## src/rtl/ttb_pkg.sv

```systemverilog
// Shared constants, field widths and controller/datapath interface types of the text buffer.
`timescale 1ns / 1ps
package ttb_pkg;

	// Grid geometry
	localparam int COLS = 64;
	localparam int ROWS = 32;

	localparam int COL_W     = $clog2(COLS);       // column index of a cell
	localparam int CUR_COL_W = $clog2(COLS + 1);   // cursor column, COLS = wrap pending
	localparam int ROW_W     = $clog2(ROWS);       // row index
	localparam int ADDR_W    = $clog2(ROWS * COLS);

	// Beat field widths
	localparam int ACTION_W      = 2;
	localparam int BYTE_W        = 8;
	localparam int RD_ROW_W      = 5;
	localparam int RD_COL_W      = 6;
	localparam int CELL_W        = 7;
	localparam int CUR_ROW_OUT_W = 5;
	localparam int CUR_COL_OUT_W = 7;
	localparam int S_DATA_W      = 24;
	localparam int S_USER_W      = 2;
	localparam int M_DATA_W      = 24;

	// Action codes
	localparam logic [ACTION_W-1:0] ACT_PUT   = 2'd0;
	localparam logic [ACTION_W-1:0] ACT_READ  = 2'd1;
	localparam logic [ACTION_W-1:0] ACT_CLEAR = 2'd2;

	// Byte classes
	localparam logic [BYTE_W-1:0] BYTE_TAB  = 8'd9;
	localparam logic [BYTE_W-1:0] BYTE_LF   = 8'd10;
	localparam logic [BYTE_W-1:0] BYTE_CR   = 8'd13;
	localparam logic [BYTE_W-1:0] PRINT_LO  = 8'd32;
	localparam logic [BYTE_W-1:0] PRINT_HI  = 8'd126;
	localparam logic [BYTE_W-1:0] LEAD2_LO  = 8'hC0;
	localparam logic [BYTE_W-1:0] LEAD2_HI  = 8'hDF;
	localparam logic [BYTE_W-1:0] LEAD3_LO  = 8'hE0;
	localparam logic [BYTE_W-1:0] LEAD3_HI  = 8'hEF;
	localparam logic [BYTE_W-1:0] LEAD4_LO  = 8'hF0;

	localparam logic [1:0] SKIP_LEAD2 = 2'd1;
	localparam logic [1:0] SKIP_LEAD3 = 2'd2;
	localparam logic [1:0] SKIP_LEAD4 = 2'd3;

	localparam int TAB_STEP = 4;   // power of two

	typedef struct packed {
		logic latch;      // capture the input beat
		logic commit;     // apply cursor / pointer / row-valid update
		logic blank_we;   // write a zero into the target row
		logic write_we;   // write the character
		logic read_en;    // read one cell from the grid memory
		logic load_out;   // load the result register
	} ttb_cmd_t;

	typedef struct packed {
		logic need_blank;
		logic need_write;
		logic is_read;
		logic out_free;
		logic blank_last;
	} ttb_sts_t;

endpackage

```

## src/rtl/ttb_ctrl.sv

```systemverilog
// Sequencer of the text buffer: steps one beat through decide, blank, write, read and hold.
`timescale 1ns / 1ps
module ttb_ctrl (
	input  logic              clk,
	input  logic              arst_n,
	input  logic              in_valid,
	output logic              in_ready,
	input  ttb_pkg::ttb_sts_t sts,
	output ttb_pkg::ttb_cmd_t cmd
);
	import ttb_pkg::*;

	typedef enum logic [5:0] {
		ST_IDLE   = 6'b000001,
		ST_DECIDE = 6'b000010,
		ST_BLANK  = 6'b000100,
		ST_WRITE  = 6'b001000,
		ST_READ   = 6'b010000,
		ST_HOLD   = 6'b100000
	} state_t;

	state_t state_q, state_d;

	always_ff @(posedge clk or negedge arst_n) begin
		if (!arst_n) begin
			state_q <= ST_IDLE;
		end else begin
			state_q <= state_d;
		end
	end

	always_comb begin
		state_d  = state_q;
		cmd      = '0;
		in_ready = 1'b0;
		unique case (state_q)
			ST_IDLE: begin
				in_ready = 1'b1;
				if (in_valid) begin
					cmd.latch = 1'b1;
					state_d   = ST_DECIDE;
				end
			end
			ST_DECIDE: begin
				cmd.commit = 1'b1;
				if (sts.need_blank) begin
					state_d = ST_BLANK;
				end else if (sts.need_write) begin
					state_d = ST_WRITE;
				end else if (sts.is_read) begin
					cmd.read_en = 1'b1;
					state_d     = ST_READ;
				end else if (sts.out_free) begin
					cmd.load_out = 1'b1;
					state_d      = ST_IDLE;
				end else begin
					state_d = ST_HOLD;
				end
			end
			ST_BLANK: begin
				cmd.blank_we = 1'b1;
				if (sts.blank_last) begin
					state_d = ST_WRITE;
				end
			end
			ST_WRITE: begin
				cmd.write_we = 1'b1;
				if (sts.out_free) begin
					cmd.load_out = 1'b1;
					state_d      = ST_IDLE;
				end else begin
					state_d = ST_HOLD;
				end
			end
			ST_READ, ST_HOLD: begin
				if (sts.out_free) begin
					cmd.load_out = 1'b1;
					state_d      = ST_IDLE;
				end else begin
					state_d = ST_HOLD;
				end
			end
			default: begin
				state_d = ST_IDLE;
			end
		endcase
	end

endmodule

```

## config.mk

```make
export PLATFORM = sky130hd
export DESIGN_NAME = ttb_ctrl
export DESIGN_NICKNAME = d
export VERILOG_FILES = /design/src/rtl/ttb_pkg.sv /design/src/rtl/ttb_ctrl.sv
export SDC_FILE = /design/constraint.sdc
export NUM_CORES = 1
export LEC_CHECK = 0
export BUFFER_PORTS_ARGS = -buffer_cell sky130_fd_sc_hd__buf_2
export CAP_MARGIN = 20
export CORE_AREA = 2 2 39 41
export DETAILED_ROUTE_END_ITERATION = 6
export DIE_AREA = 0 0 41 43
export GPL_TIMING_DRIVEN = 0
export SLEW_MARGIN = 20
export SYNTH_ARGS = -nofsm -noshare
export SYNTH_HDL_FRONTEND = slang
export SYNTH_SLANG_ARGS = --single-unit
```

## constraint.sdc

```tcl
create_clock -name clk -period 1.8 [get_ports clk]
set_clock_uncertainty 0.1 [all_clocks]
set_input_delay 0 -clock clk [delete_from_list [all_inputs] [get_ports clk]]
set_output_delay 0 -clock clk [all_outputs]
set_load 0.03 [all_outputs]
```

==> results.json, run 1 <==
{
  "clk_path_buf_depth": 2,
  "wirelength_mm": 1.029,
  "largest_registers": "state_q: 6 flops",
  "floorplan.rows": 14,
  "dp.final_hpwl_um": 660.5,
  "crit_arrival_ns": 2.05,
  "num-fill-cells": 125,
  "die_width_um": 41,
  "p_clk_frac": 0.169,
  "critical_path_class": "register to primary output",
  "switching_share": 0.3735,
  "whs_ns": -0.006559,
  "synth_top_area_share": 0.3115,
  "clkTransAtPathRegs_ns": 0.05,
  "critPathCaptureType": "primary output",
  "pin_count": 15,
  "fmax_ghz": 0.4658,
  "nets": 84,
  "hold_viol": 3,
  "largest_reg_flops": 6,
  "power_leakage_uw": 0.0003511,
  "h-tree-depth": 1,
  "dpl_cell_area_um2": 510.5,
  "synth-main-ff-cell": "dfrtp_1",
  "timing.final.crit_share": 1.193,
  "cts_tree": "done",
  "ys_warn_count": 0,
  "ys_seq_area_frac": 0.3769,
  "finalMaxSlewViolations": 0,
  "outcome": "complete, but fails checks",
  "synth.most_common_cell": "dfrtp_1",
  "synth_fp_nets": 49,
  "regMostFlops": "state_q",
  "die_area_um2": 1763,
  "first_pass_iters": 3,
  "async_reset_ff_frac": 1.000,
  "max_stage_delay_ns": 0.56,
  "vdd_drop_max_v": 0.0004831,
  "finalSetupViolCount": 7,
  "grt_pass1_wl_mm": 1.683,
  "violations": "negative hold slack, negative setup slack",
  "cp.required_ns": 1.70,
  "post_drt_wl_per_cell_um": 11.31,
  "cp-startpoint": "state_q[4]",
  "drv.max_cap_violation_count": 0,
  "avgSynthCellArea_um2": 9.796,
  "overflow": 0,
  "die_y_um": 43,
  "critical_path_buf_inv_count": 1,
  "tightestPinTransition_ns": 0.3982,
  "n_antenna_cell": 0,
  "ant_nets": 0,
  "final_area_um2": 757.0,
  "clk-insertion-delay-late_ns": 0.24,
  "antenna_found_initial": 0,
  "drtIter0Drc": 3,
  "start_util": 0.2902,
  "fin_util": 0.5470,
  "port_buffers": 14,
  "min_path_type": "input port to asynchronous set/reset pin",
  "synthTopCellsByCount": "5 x dfrtp_1, 3 x nor2_1, 3 x nor4b_1",
  "synth-seq-cells": 6,
  "yosysUniqueCellTypes": 27,
  "drive_above_1_share": 0.5600,
  "vias_per_cell": 4.868,
  "synthCells": 41,
  "cts_root_buffer": "clkbuf_4",
  "multi_input_area_um2": 300.3,
  "synth_area_leaders": "dfrtp_1 31%, dfstp_2 6.5%, nor4b_1 6.5%, nor3b_1 3.7%, or4b_4 3.4%",
  "path_cells": "or4_4, or4b_4, a21boi_4, buf_6",
  "numCtsBuffers": 3,
  "p_total_uw": 782.2,
  "grt_pass1_vias": 418,
  "area.growth.synth_to_final_pct": 88.47,
  "start_kind": "register",
  "synth_area_um2": 401.6,
  "worstPathMaxFanout": 2,
  "grt_usage": 0.1439,
  "slowest_stage": "or4b_4",
  "p_per_area_nw_per_um2": 1033,
  "setup_slack_ns": -0.3469,
  "pwr-share-seq": 0.268,
  "num_vias": 443,
  "max_slew_margin": 0.7333,
  "critPathTopFamily": "simple AND/OR/NAND/NOR gates",
  "fin_tns_setup_ns": -1.547,
  "synth.largest_area_cell": "dfrtp_1",
  "pwr-share-comb": 0.562,
  "post-route-drc-count": 0,
  "switching_power_uw": 292.1,
  "internal-power_uw": 490.1,
  "synth_edf_count": 0,
  "clock_sinks": 6,
  "grt_setup_unrepaired": "yes",
  "core_area_um2": 1384,
  "ff_latch_area_um2": 153.9,
  "min_period_ns": 2.147,
  "rr_startpoint": "state_q[4]",
  "grt_max_degree": 9,
  "gp_congestion": 0.6763
}
[cell usage in the layout, fill, tap and decap left out, types with 2 or more instances in the layout]
master	Yosys	routed
nor2_1	3	2
buf_4	0	8
o21ai_0	2	2
inv_1	2	2
nand2_1	2	2
clkbuf_4	0	3
dfrtp_2	0	2
dlygate4sd3_1	0	7
buf_6	0	7
dfrtp_1	5	3
nor3_1	2	2
buf_2	0	8
[per-stage QoR]
stage / instances / setup WS [ns]
final: 91 / -0.3469
after global routing: 91 / -0.3954
after CTS: 87 / -0.3487
after detailed placement: 71 / -0.2647
after global placement: 71 / -0.2742
after floorplan: 41 / -0.3543
[worst paths after layout]
path | endpoint | cells after the start | slack, ns
worst max-delay path | cmd[0] | 4 | -0.35
worst min-delay path | state_q[1] | 2 | -0.007
worst max register to register | state_q[0] | 6 | -0.34
worst min register to register | state_q[3] | 3 | 0.60
max in group asynchronous | state_q[0] | 2 | 1.37
min in group clk | state_q[5] | 3 | 0.37
[power by group through the flow]
stage	combinational (uW)	sequential, uW	clock [uW]
final	440	210	133
after global routing	472	215	144
after CTS	357	205	132
after detailed placement	283	211	0
after global placement	280	213	0
after floorplan	223	201	0
[final cells by class]
type / count / share of cell area
flip-flops and latches: 6 / 0.2033
clock buffers: 4 / 0.03471
repair buffers: 30 / 0.3289
inverters: 2 / 0.009917
well taps: 16 / 0.02645
multi-input cells: 33 / 0.3967
[what timing repair did]
| action | 4_1_cts | 5_1_grt |
|---|---|---|
| setup endpoints to repair | 7 | 8 |
| endpoints found under the hold margin | 12 | 0 |
| cloned | 0 | 0 |
| pin swaps | 4 | 4 |
| resized for setup | 12 | 11 |
| buffers inserted | 5 | 4 |
| hold buffers | 7 | 0 |
[worst reg2reg max path: cells and delay by family, from the launching register on]
family	cells	cell delay, ns
DFF	1	0.40
AOI/OAI and AO/OA	2	0.27
and+or+nand+nor	2	1.10
buffers and inverters	2	0.20
[per-layer routing]
| layer | track usage | part of all wire | vias to the layer above | routed length, um |
|---|---|---|---|---|
| met3 | 0.04712 | 0.026 | 0 | 27 |
| li1 | - | - | 228 | - |
| met5 | 0 | 0 | - | 0 |
| met1 | 0.1755 | 0.41 | 207 | 417 |
| met4 | 0.08000 | 0 | 0 | 0 |
| met2 | 0.2125 | 0.57 | 8 | 584 |
[cells by family after synthesis]
kind of cell,synth area share
AND/OR/NAND/NOR,0.4050
XOR/XNOR,0.02181
buffers and inverters,0.01870
flip-flops,0.3770
AO/OA/AOI/OAI,0.1776
Note: power is estimated with default switching activity, not from simulation.
==> run 2: changes to the inputs <==
==> constraint.sdc (replaced) <==
create_clock -name clk -period 1.8 [get_ports clk]
set_clock_uncertainty 0.1 [all_clocks]
set_input_delay 0.18 -clock clk [delete_from_list [all_inputs] [get_ports clk]]
set_output_delay 0.18 -clock clk [all_outputs]
set_load 0.03 [all_outputs]
==> run 2 against run 1 <==
Net effect: the run ends with negative setup slack left; non-clock buffer count is 5 lower; maximum frequency decreased by 8.3%; core utilization fell by 0.27 points; critical path type unchanged; sequential power up 2%; clock power grew 5%; die area unchanged; sequential share of layout area is 0.43 points higher; global-route usage increased by 1.7 points; combinational power increased by 3%; cell count is 5.5% lower; routed wire length is 13% higher; critical path depth is the same.
==> results.json, run 2 (synthesis results as in run 1) <==
{
  "outcome": "complete, but fails checks",
  "violations": "negative setup slack",
  "final_area_um2": 753.2,
  "layoutNonFillerInstCount": 86,
  "p_per_area_nw_per_um2": 1072,
  "layout_common_cells": "9 x buf_6, 7 x buf_2, 6 x buf_4",
  "layout.cells.most_common": "buf_6",
  "crit_arrival_ns": 2.06,
  "timing.final.crit_share": 1.301,
  "grt_usage": 0.1611,
  "numCtsBuffers": 3,
  "multi_input_area_um2": 326.6,
  "slowest_stage": "or4_4",
  "pin_count": 15,
  "tightestPinTransition_ns": 0.4180,
  "overflow": 0,
  "wirelength_mm": 1.165,
  "p_total_uw": 807.6,
  "dp_cells": 71,
  "critPathCaptureType": "primary output",
  "setup_slack_ns": -0.5419,
  "start_util": 0.2902,
  "finalSetupViolCount": 8,
  "cp.required_ns": 1.52,
  "core_area_um2": 1384,
  "grt_pass1_vias": 451,
  "path_cells": "or4_4, or4b_4, a21boi_4, buf_6",
  "nets": 79,
  "die_area_um2": 1763,
  "regMostFlops": "state_q",
  "fin_util": 0.5443,
  "max_slew_margin": 0.7141,
  "cts_tree": "done",
  "gp_congestion": 0.7505,
  "dp.final_hpwl_um": 671.6,
  "start_kind": "register",
  "finalMaxSlewViolations": 0,
  "die_width_um": 41,
  "hold_viol": 0,
  "drtIter0Drc": 3,
  "min_path_type": "input port to register",
  "largest_reg_flops": 6,
  "grt_setup_unrepaired": "yes",
  "h-tree-depth": 1,
  "drv.max_cap_violation_count": 0,
  "clk-insertion-delay-late_ns": 0.25,
  "floorplan.rows": 14,
  "area.growth.synth_to_final_pct": 87.54,
  "clk_path_buf_depth": 2,
  "antenna_found_initial": 0,
  "power_leakage_uw": 0.0003350,
  "post-route-drc-count": 0,
  "min_period_ns": 2.342,
  "num-fill-cells": 128,
  "drive_above_1_share": 0.6857,
  "post_drt_wl_per_cell_um": 13.55,
  "fmax_ghz": 0.4270,
  "critical_path_class": "register to primary output",
  "cts_root_buffer": "clkbuf_4",
  "ant_nets": 0,
  "port_buffers": 14,
  "max_stage_delay_ns": 0.55,
  "n_antenna_cell": 0,
  "grt_max_degree": 9,
  "worstPathMaxFanout": 3,
  "dpl_cell_area_um2": 523.0,
  "clkTransAtPathRegs_ns": 0.04,
  "largest_registers": "state_q: 6 flops",
  "vias_per_cell": 5.267,
  "vdd_drop_max_v": 0.0004068,
  "first_pass_iters": 2,
  "num_vias": 453,
  "grt_pass1_wl_mm": 1.863,
  "clock_sinks": 6,
  "whs_ns": 0.03637,
  "ff_latch_area_um2": 156.4,
  "die_y_um": 43
}
## run 2: cell types whose count changed in the layout (fill, tap and decap cells not counted), sizes merged
| cell | before | now |
|---|---|---|
| dlygate4sd3 | 7 | 2 |
## run 2: worst paths after layout
| kind | start | cells past startpoint | to | slack (ns) |
|---|---|---|---|---|
| max reg2reg | state_q[5] | 7 | state_q[0] | -0.26 |
| min reg2reg | state_q[3] | 3 | state_q[2] | 0.59 |
| max | state_q[2] | 4 | cmd[0] | -0.54 |
| max in group asynchronous | arst_n | 2 | state_q[0] | 1.20 |
| min | sts[0] | 2 | state_q[2] | 0.04 |
| min in group asynchronous | arst_n | 2 | state_q[5] | 0.17 |
## run 2: layout make-up
type	count	area share
Multi-Input combinational cell	33	0.4336
Sequential cell	6	0.2076
Timing Repair Buffer	25	0.2874
Tap cell	16	0.02658
Clock buffer	4	0.03488
Inverter	2	0.009967
## run 2: metrics by stage
step | setup TNS (ns) | worst slack (ns)
2_1_floorplan | -1.392 | -0.3598
3_3_place_gp | -1.002 | -0.4619
3_5_place_dp | -0.9920 | -0.4552
4_1_cts | -3.083 | -0.5383
5_1_grt | -3.265 | -0.5894
6_report | -2.639 | -0.5419
## run 2: what timing repair did
| item | in CTS | in global routing |
|---|---|---|
| buffers inserted | 8 | 3 |
| gates resized for setup | 27 | 10 |
| gates cloned | 0 | 0 |
| pin swaps | 7 | 9 |
| hold buffers | 2 | 0 |
| hold endpoints to repair | 7 | 0 |
| endpoints found under the setup margin | 8 | 12 |
## run 2: power by group
part           leakage, uW  switching, uW  internal, uW
registers        0.0000725           44.2           170
clock network    0.0000150           54.2          84.3
logic             0.000248            215           240
total             0.000335            313           494
## run 2: routing by layer
| layer | track usage | vias up | routed length [um] |
|---|---|---|---|
| met5 | 0 | - | 0 |
| met2 | 0.2594 | 16 | 631 |
| met1 | 0.1788 | 214 | 451 |
| met4 | 0.1000 | 0 | 30 |
| li1 | - | 219 | - |
| met3 | 0.03665 | 4 | 51 |
## run 2: worst max-delay path, delay by kind of cell (launching register included)
family	cells	cell delay, ns
flip-flops	1	0.41
AO/OA/AOI/OAI	1	0.16
buffers and inverters	1	0.15
AND/OR/NAND/NOR	2	1.10
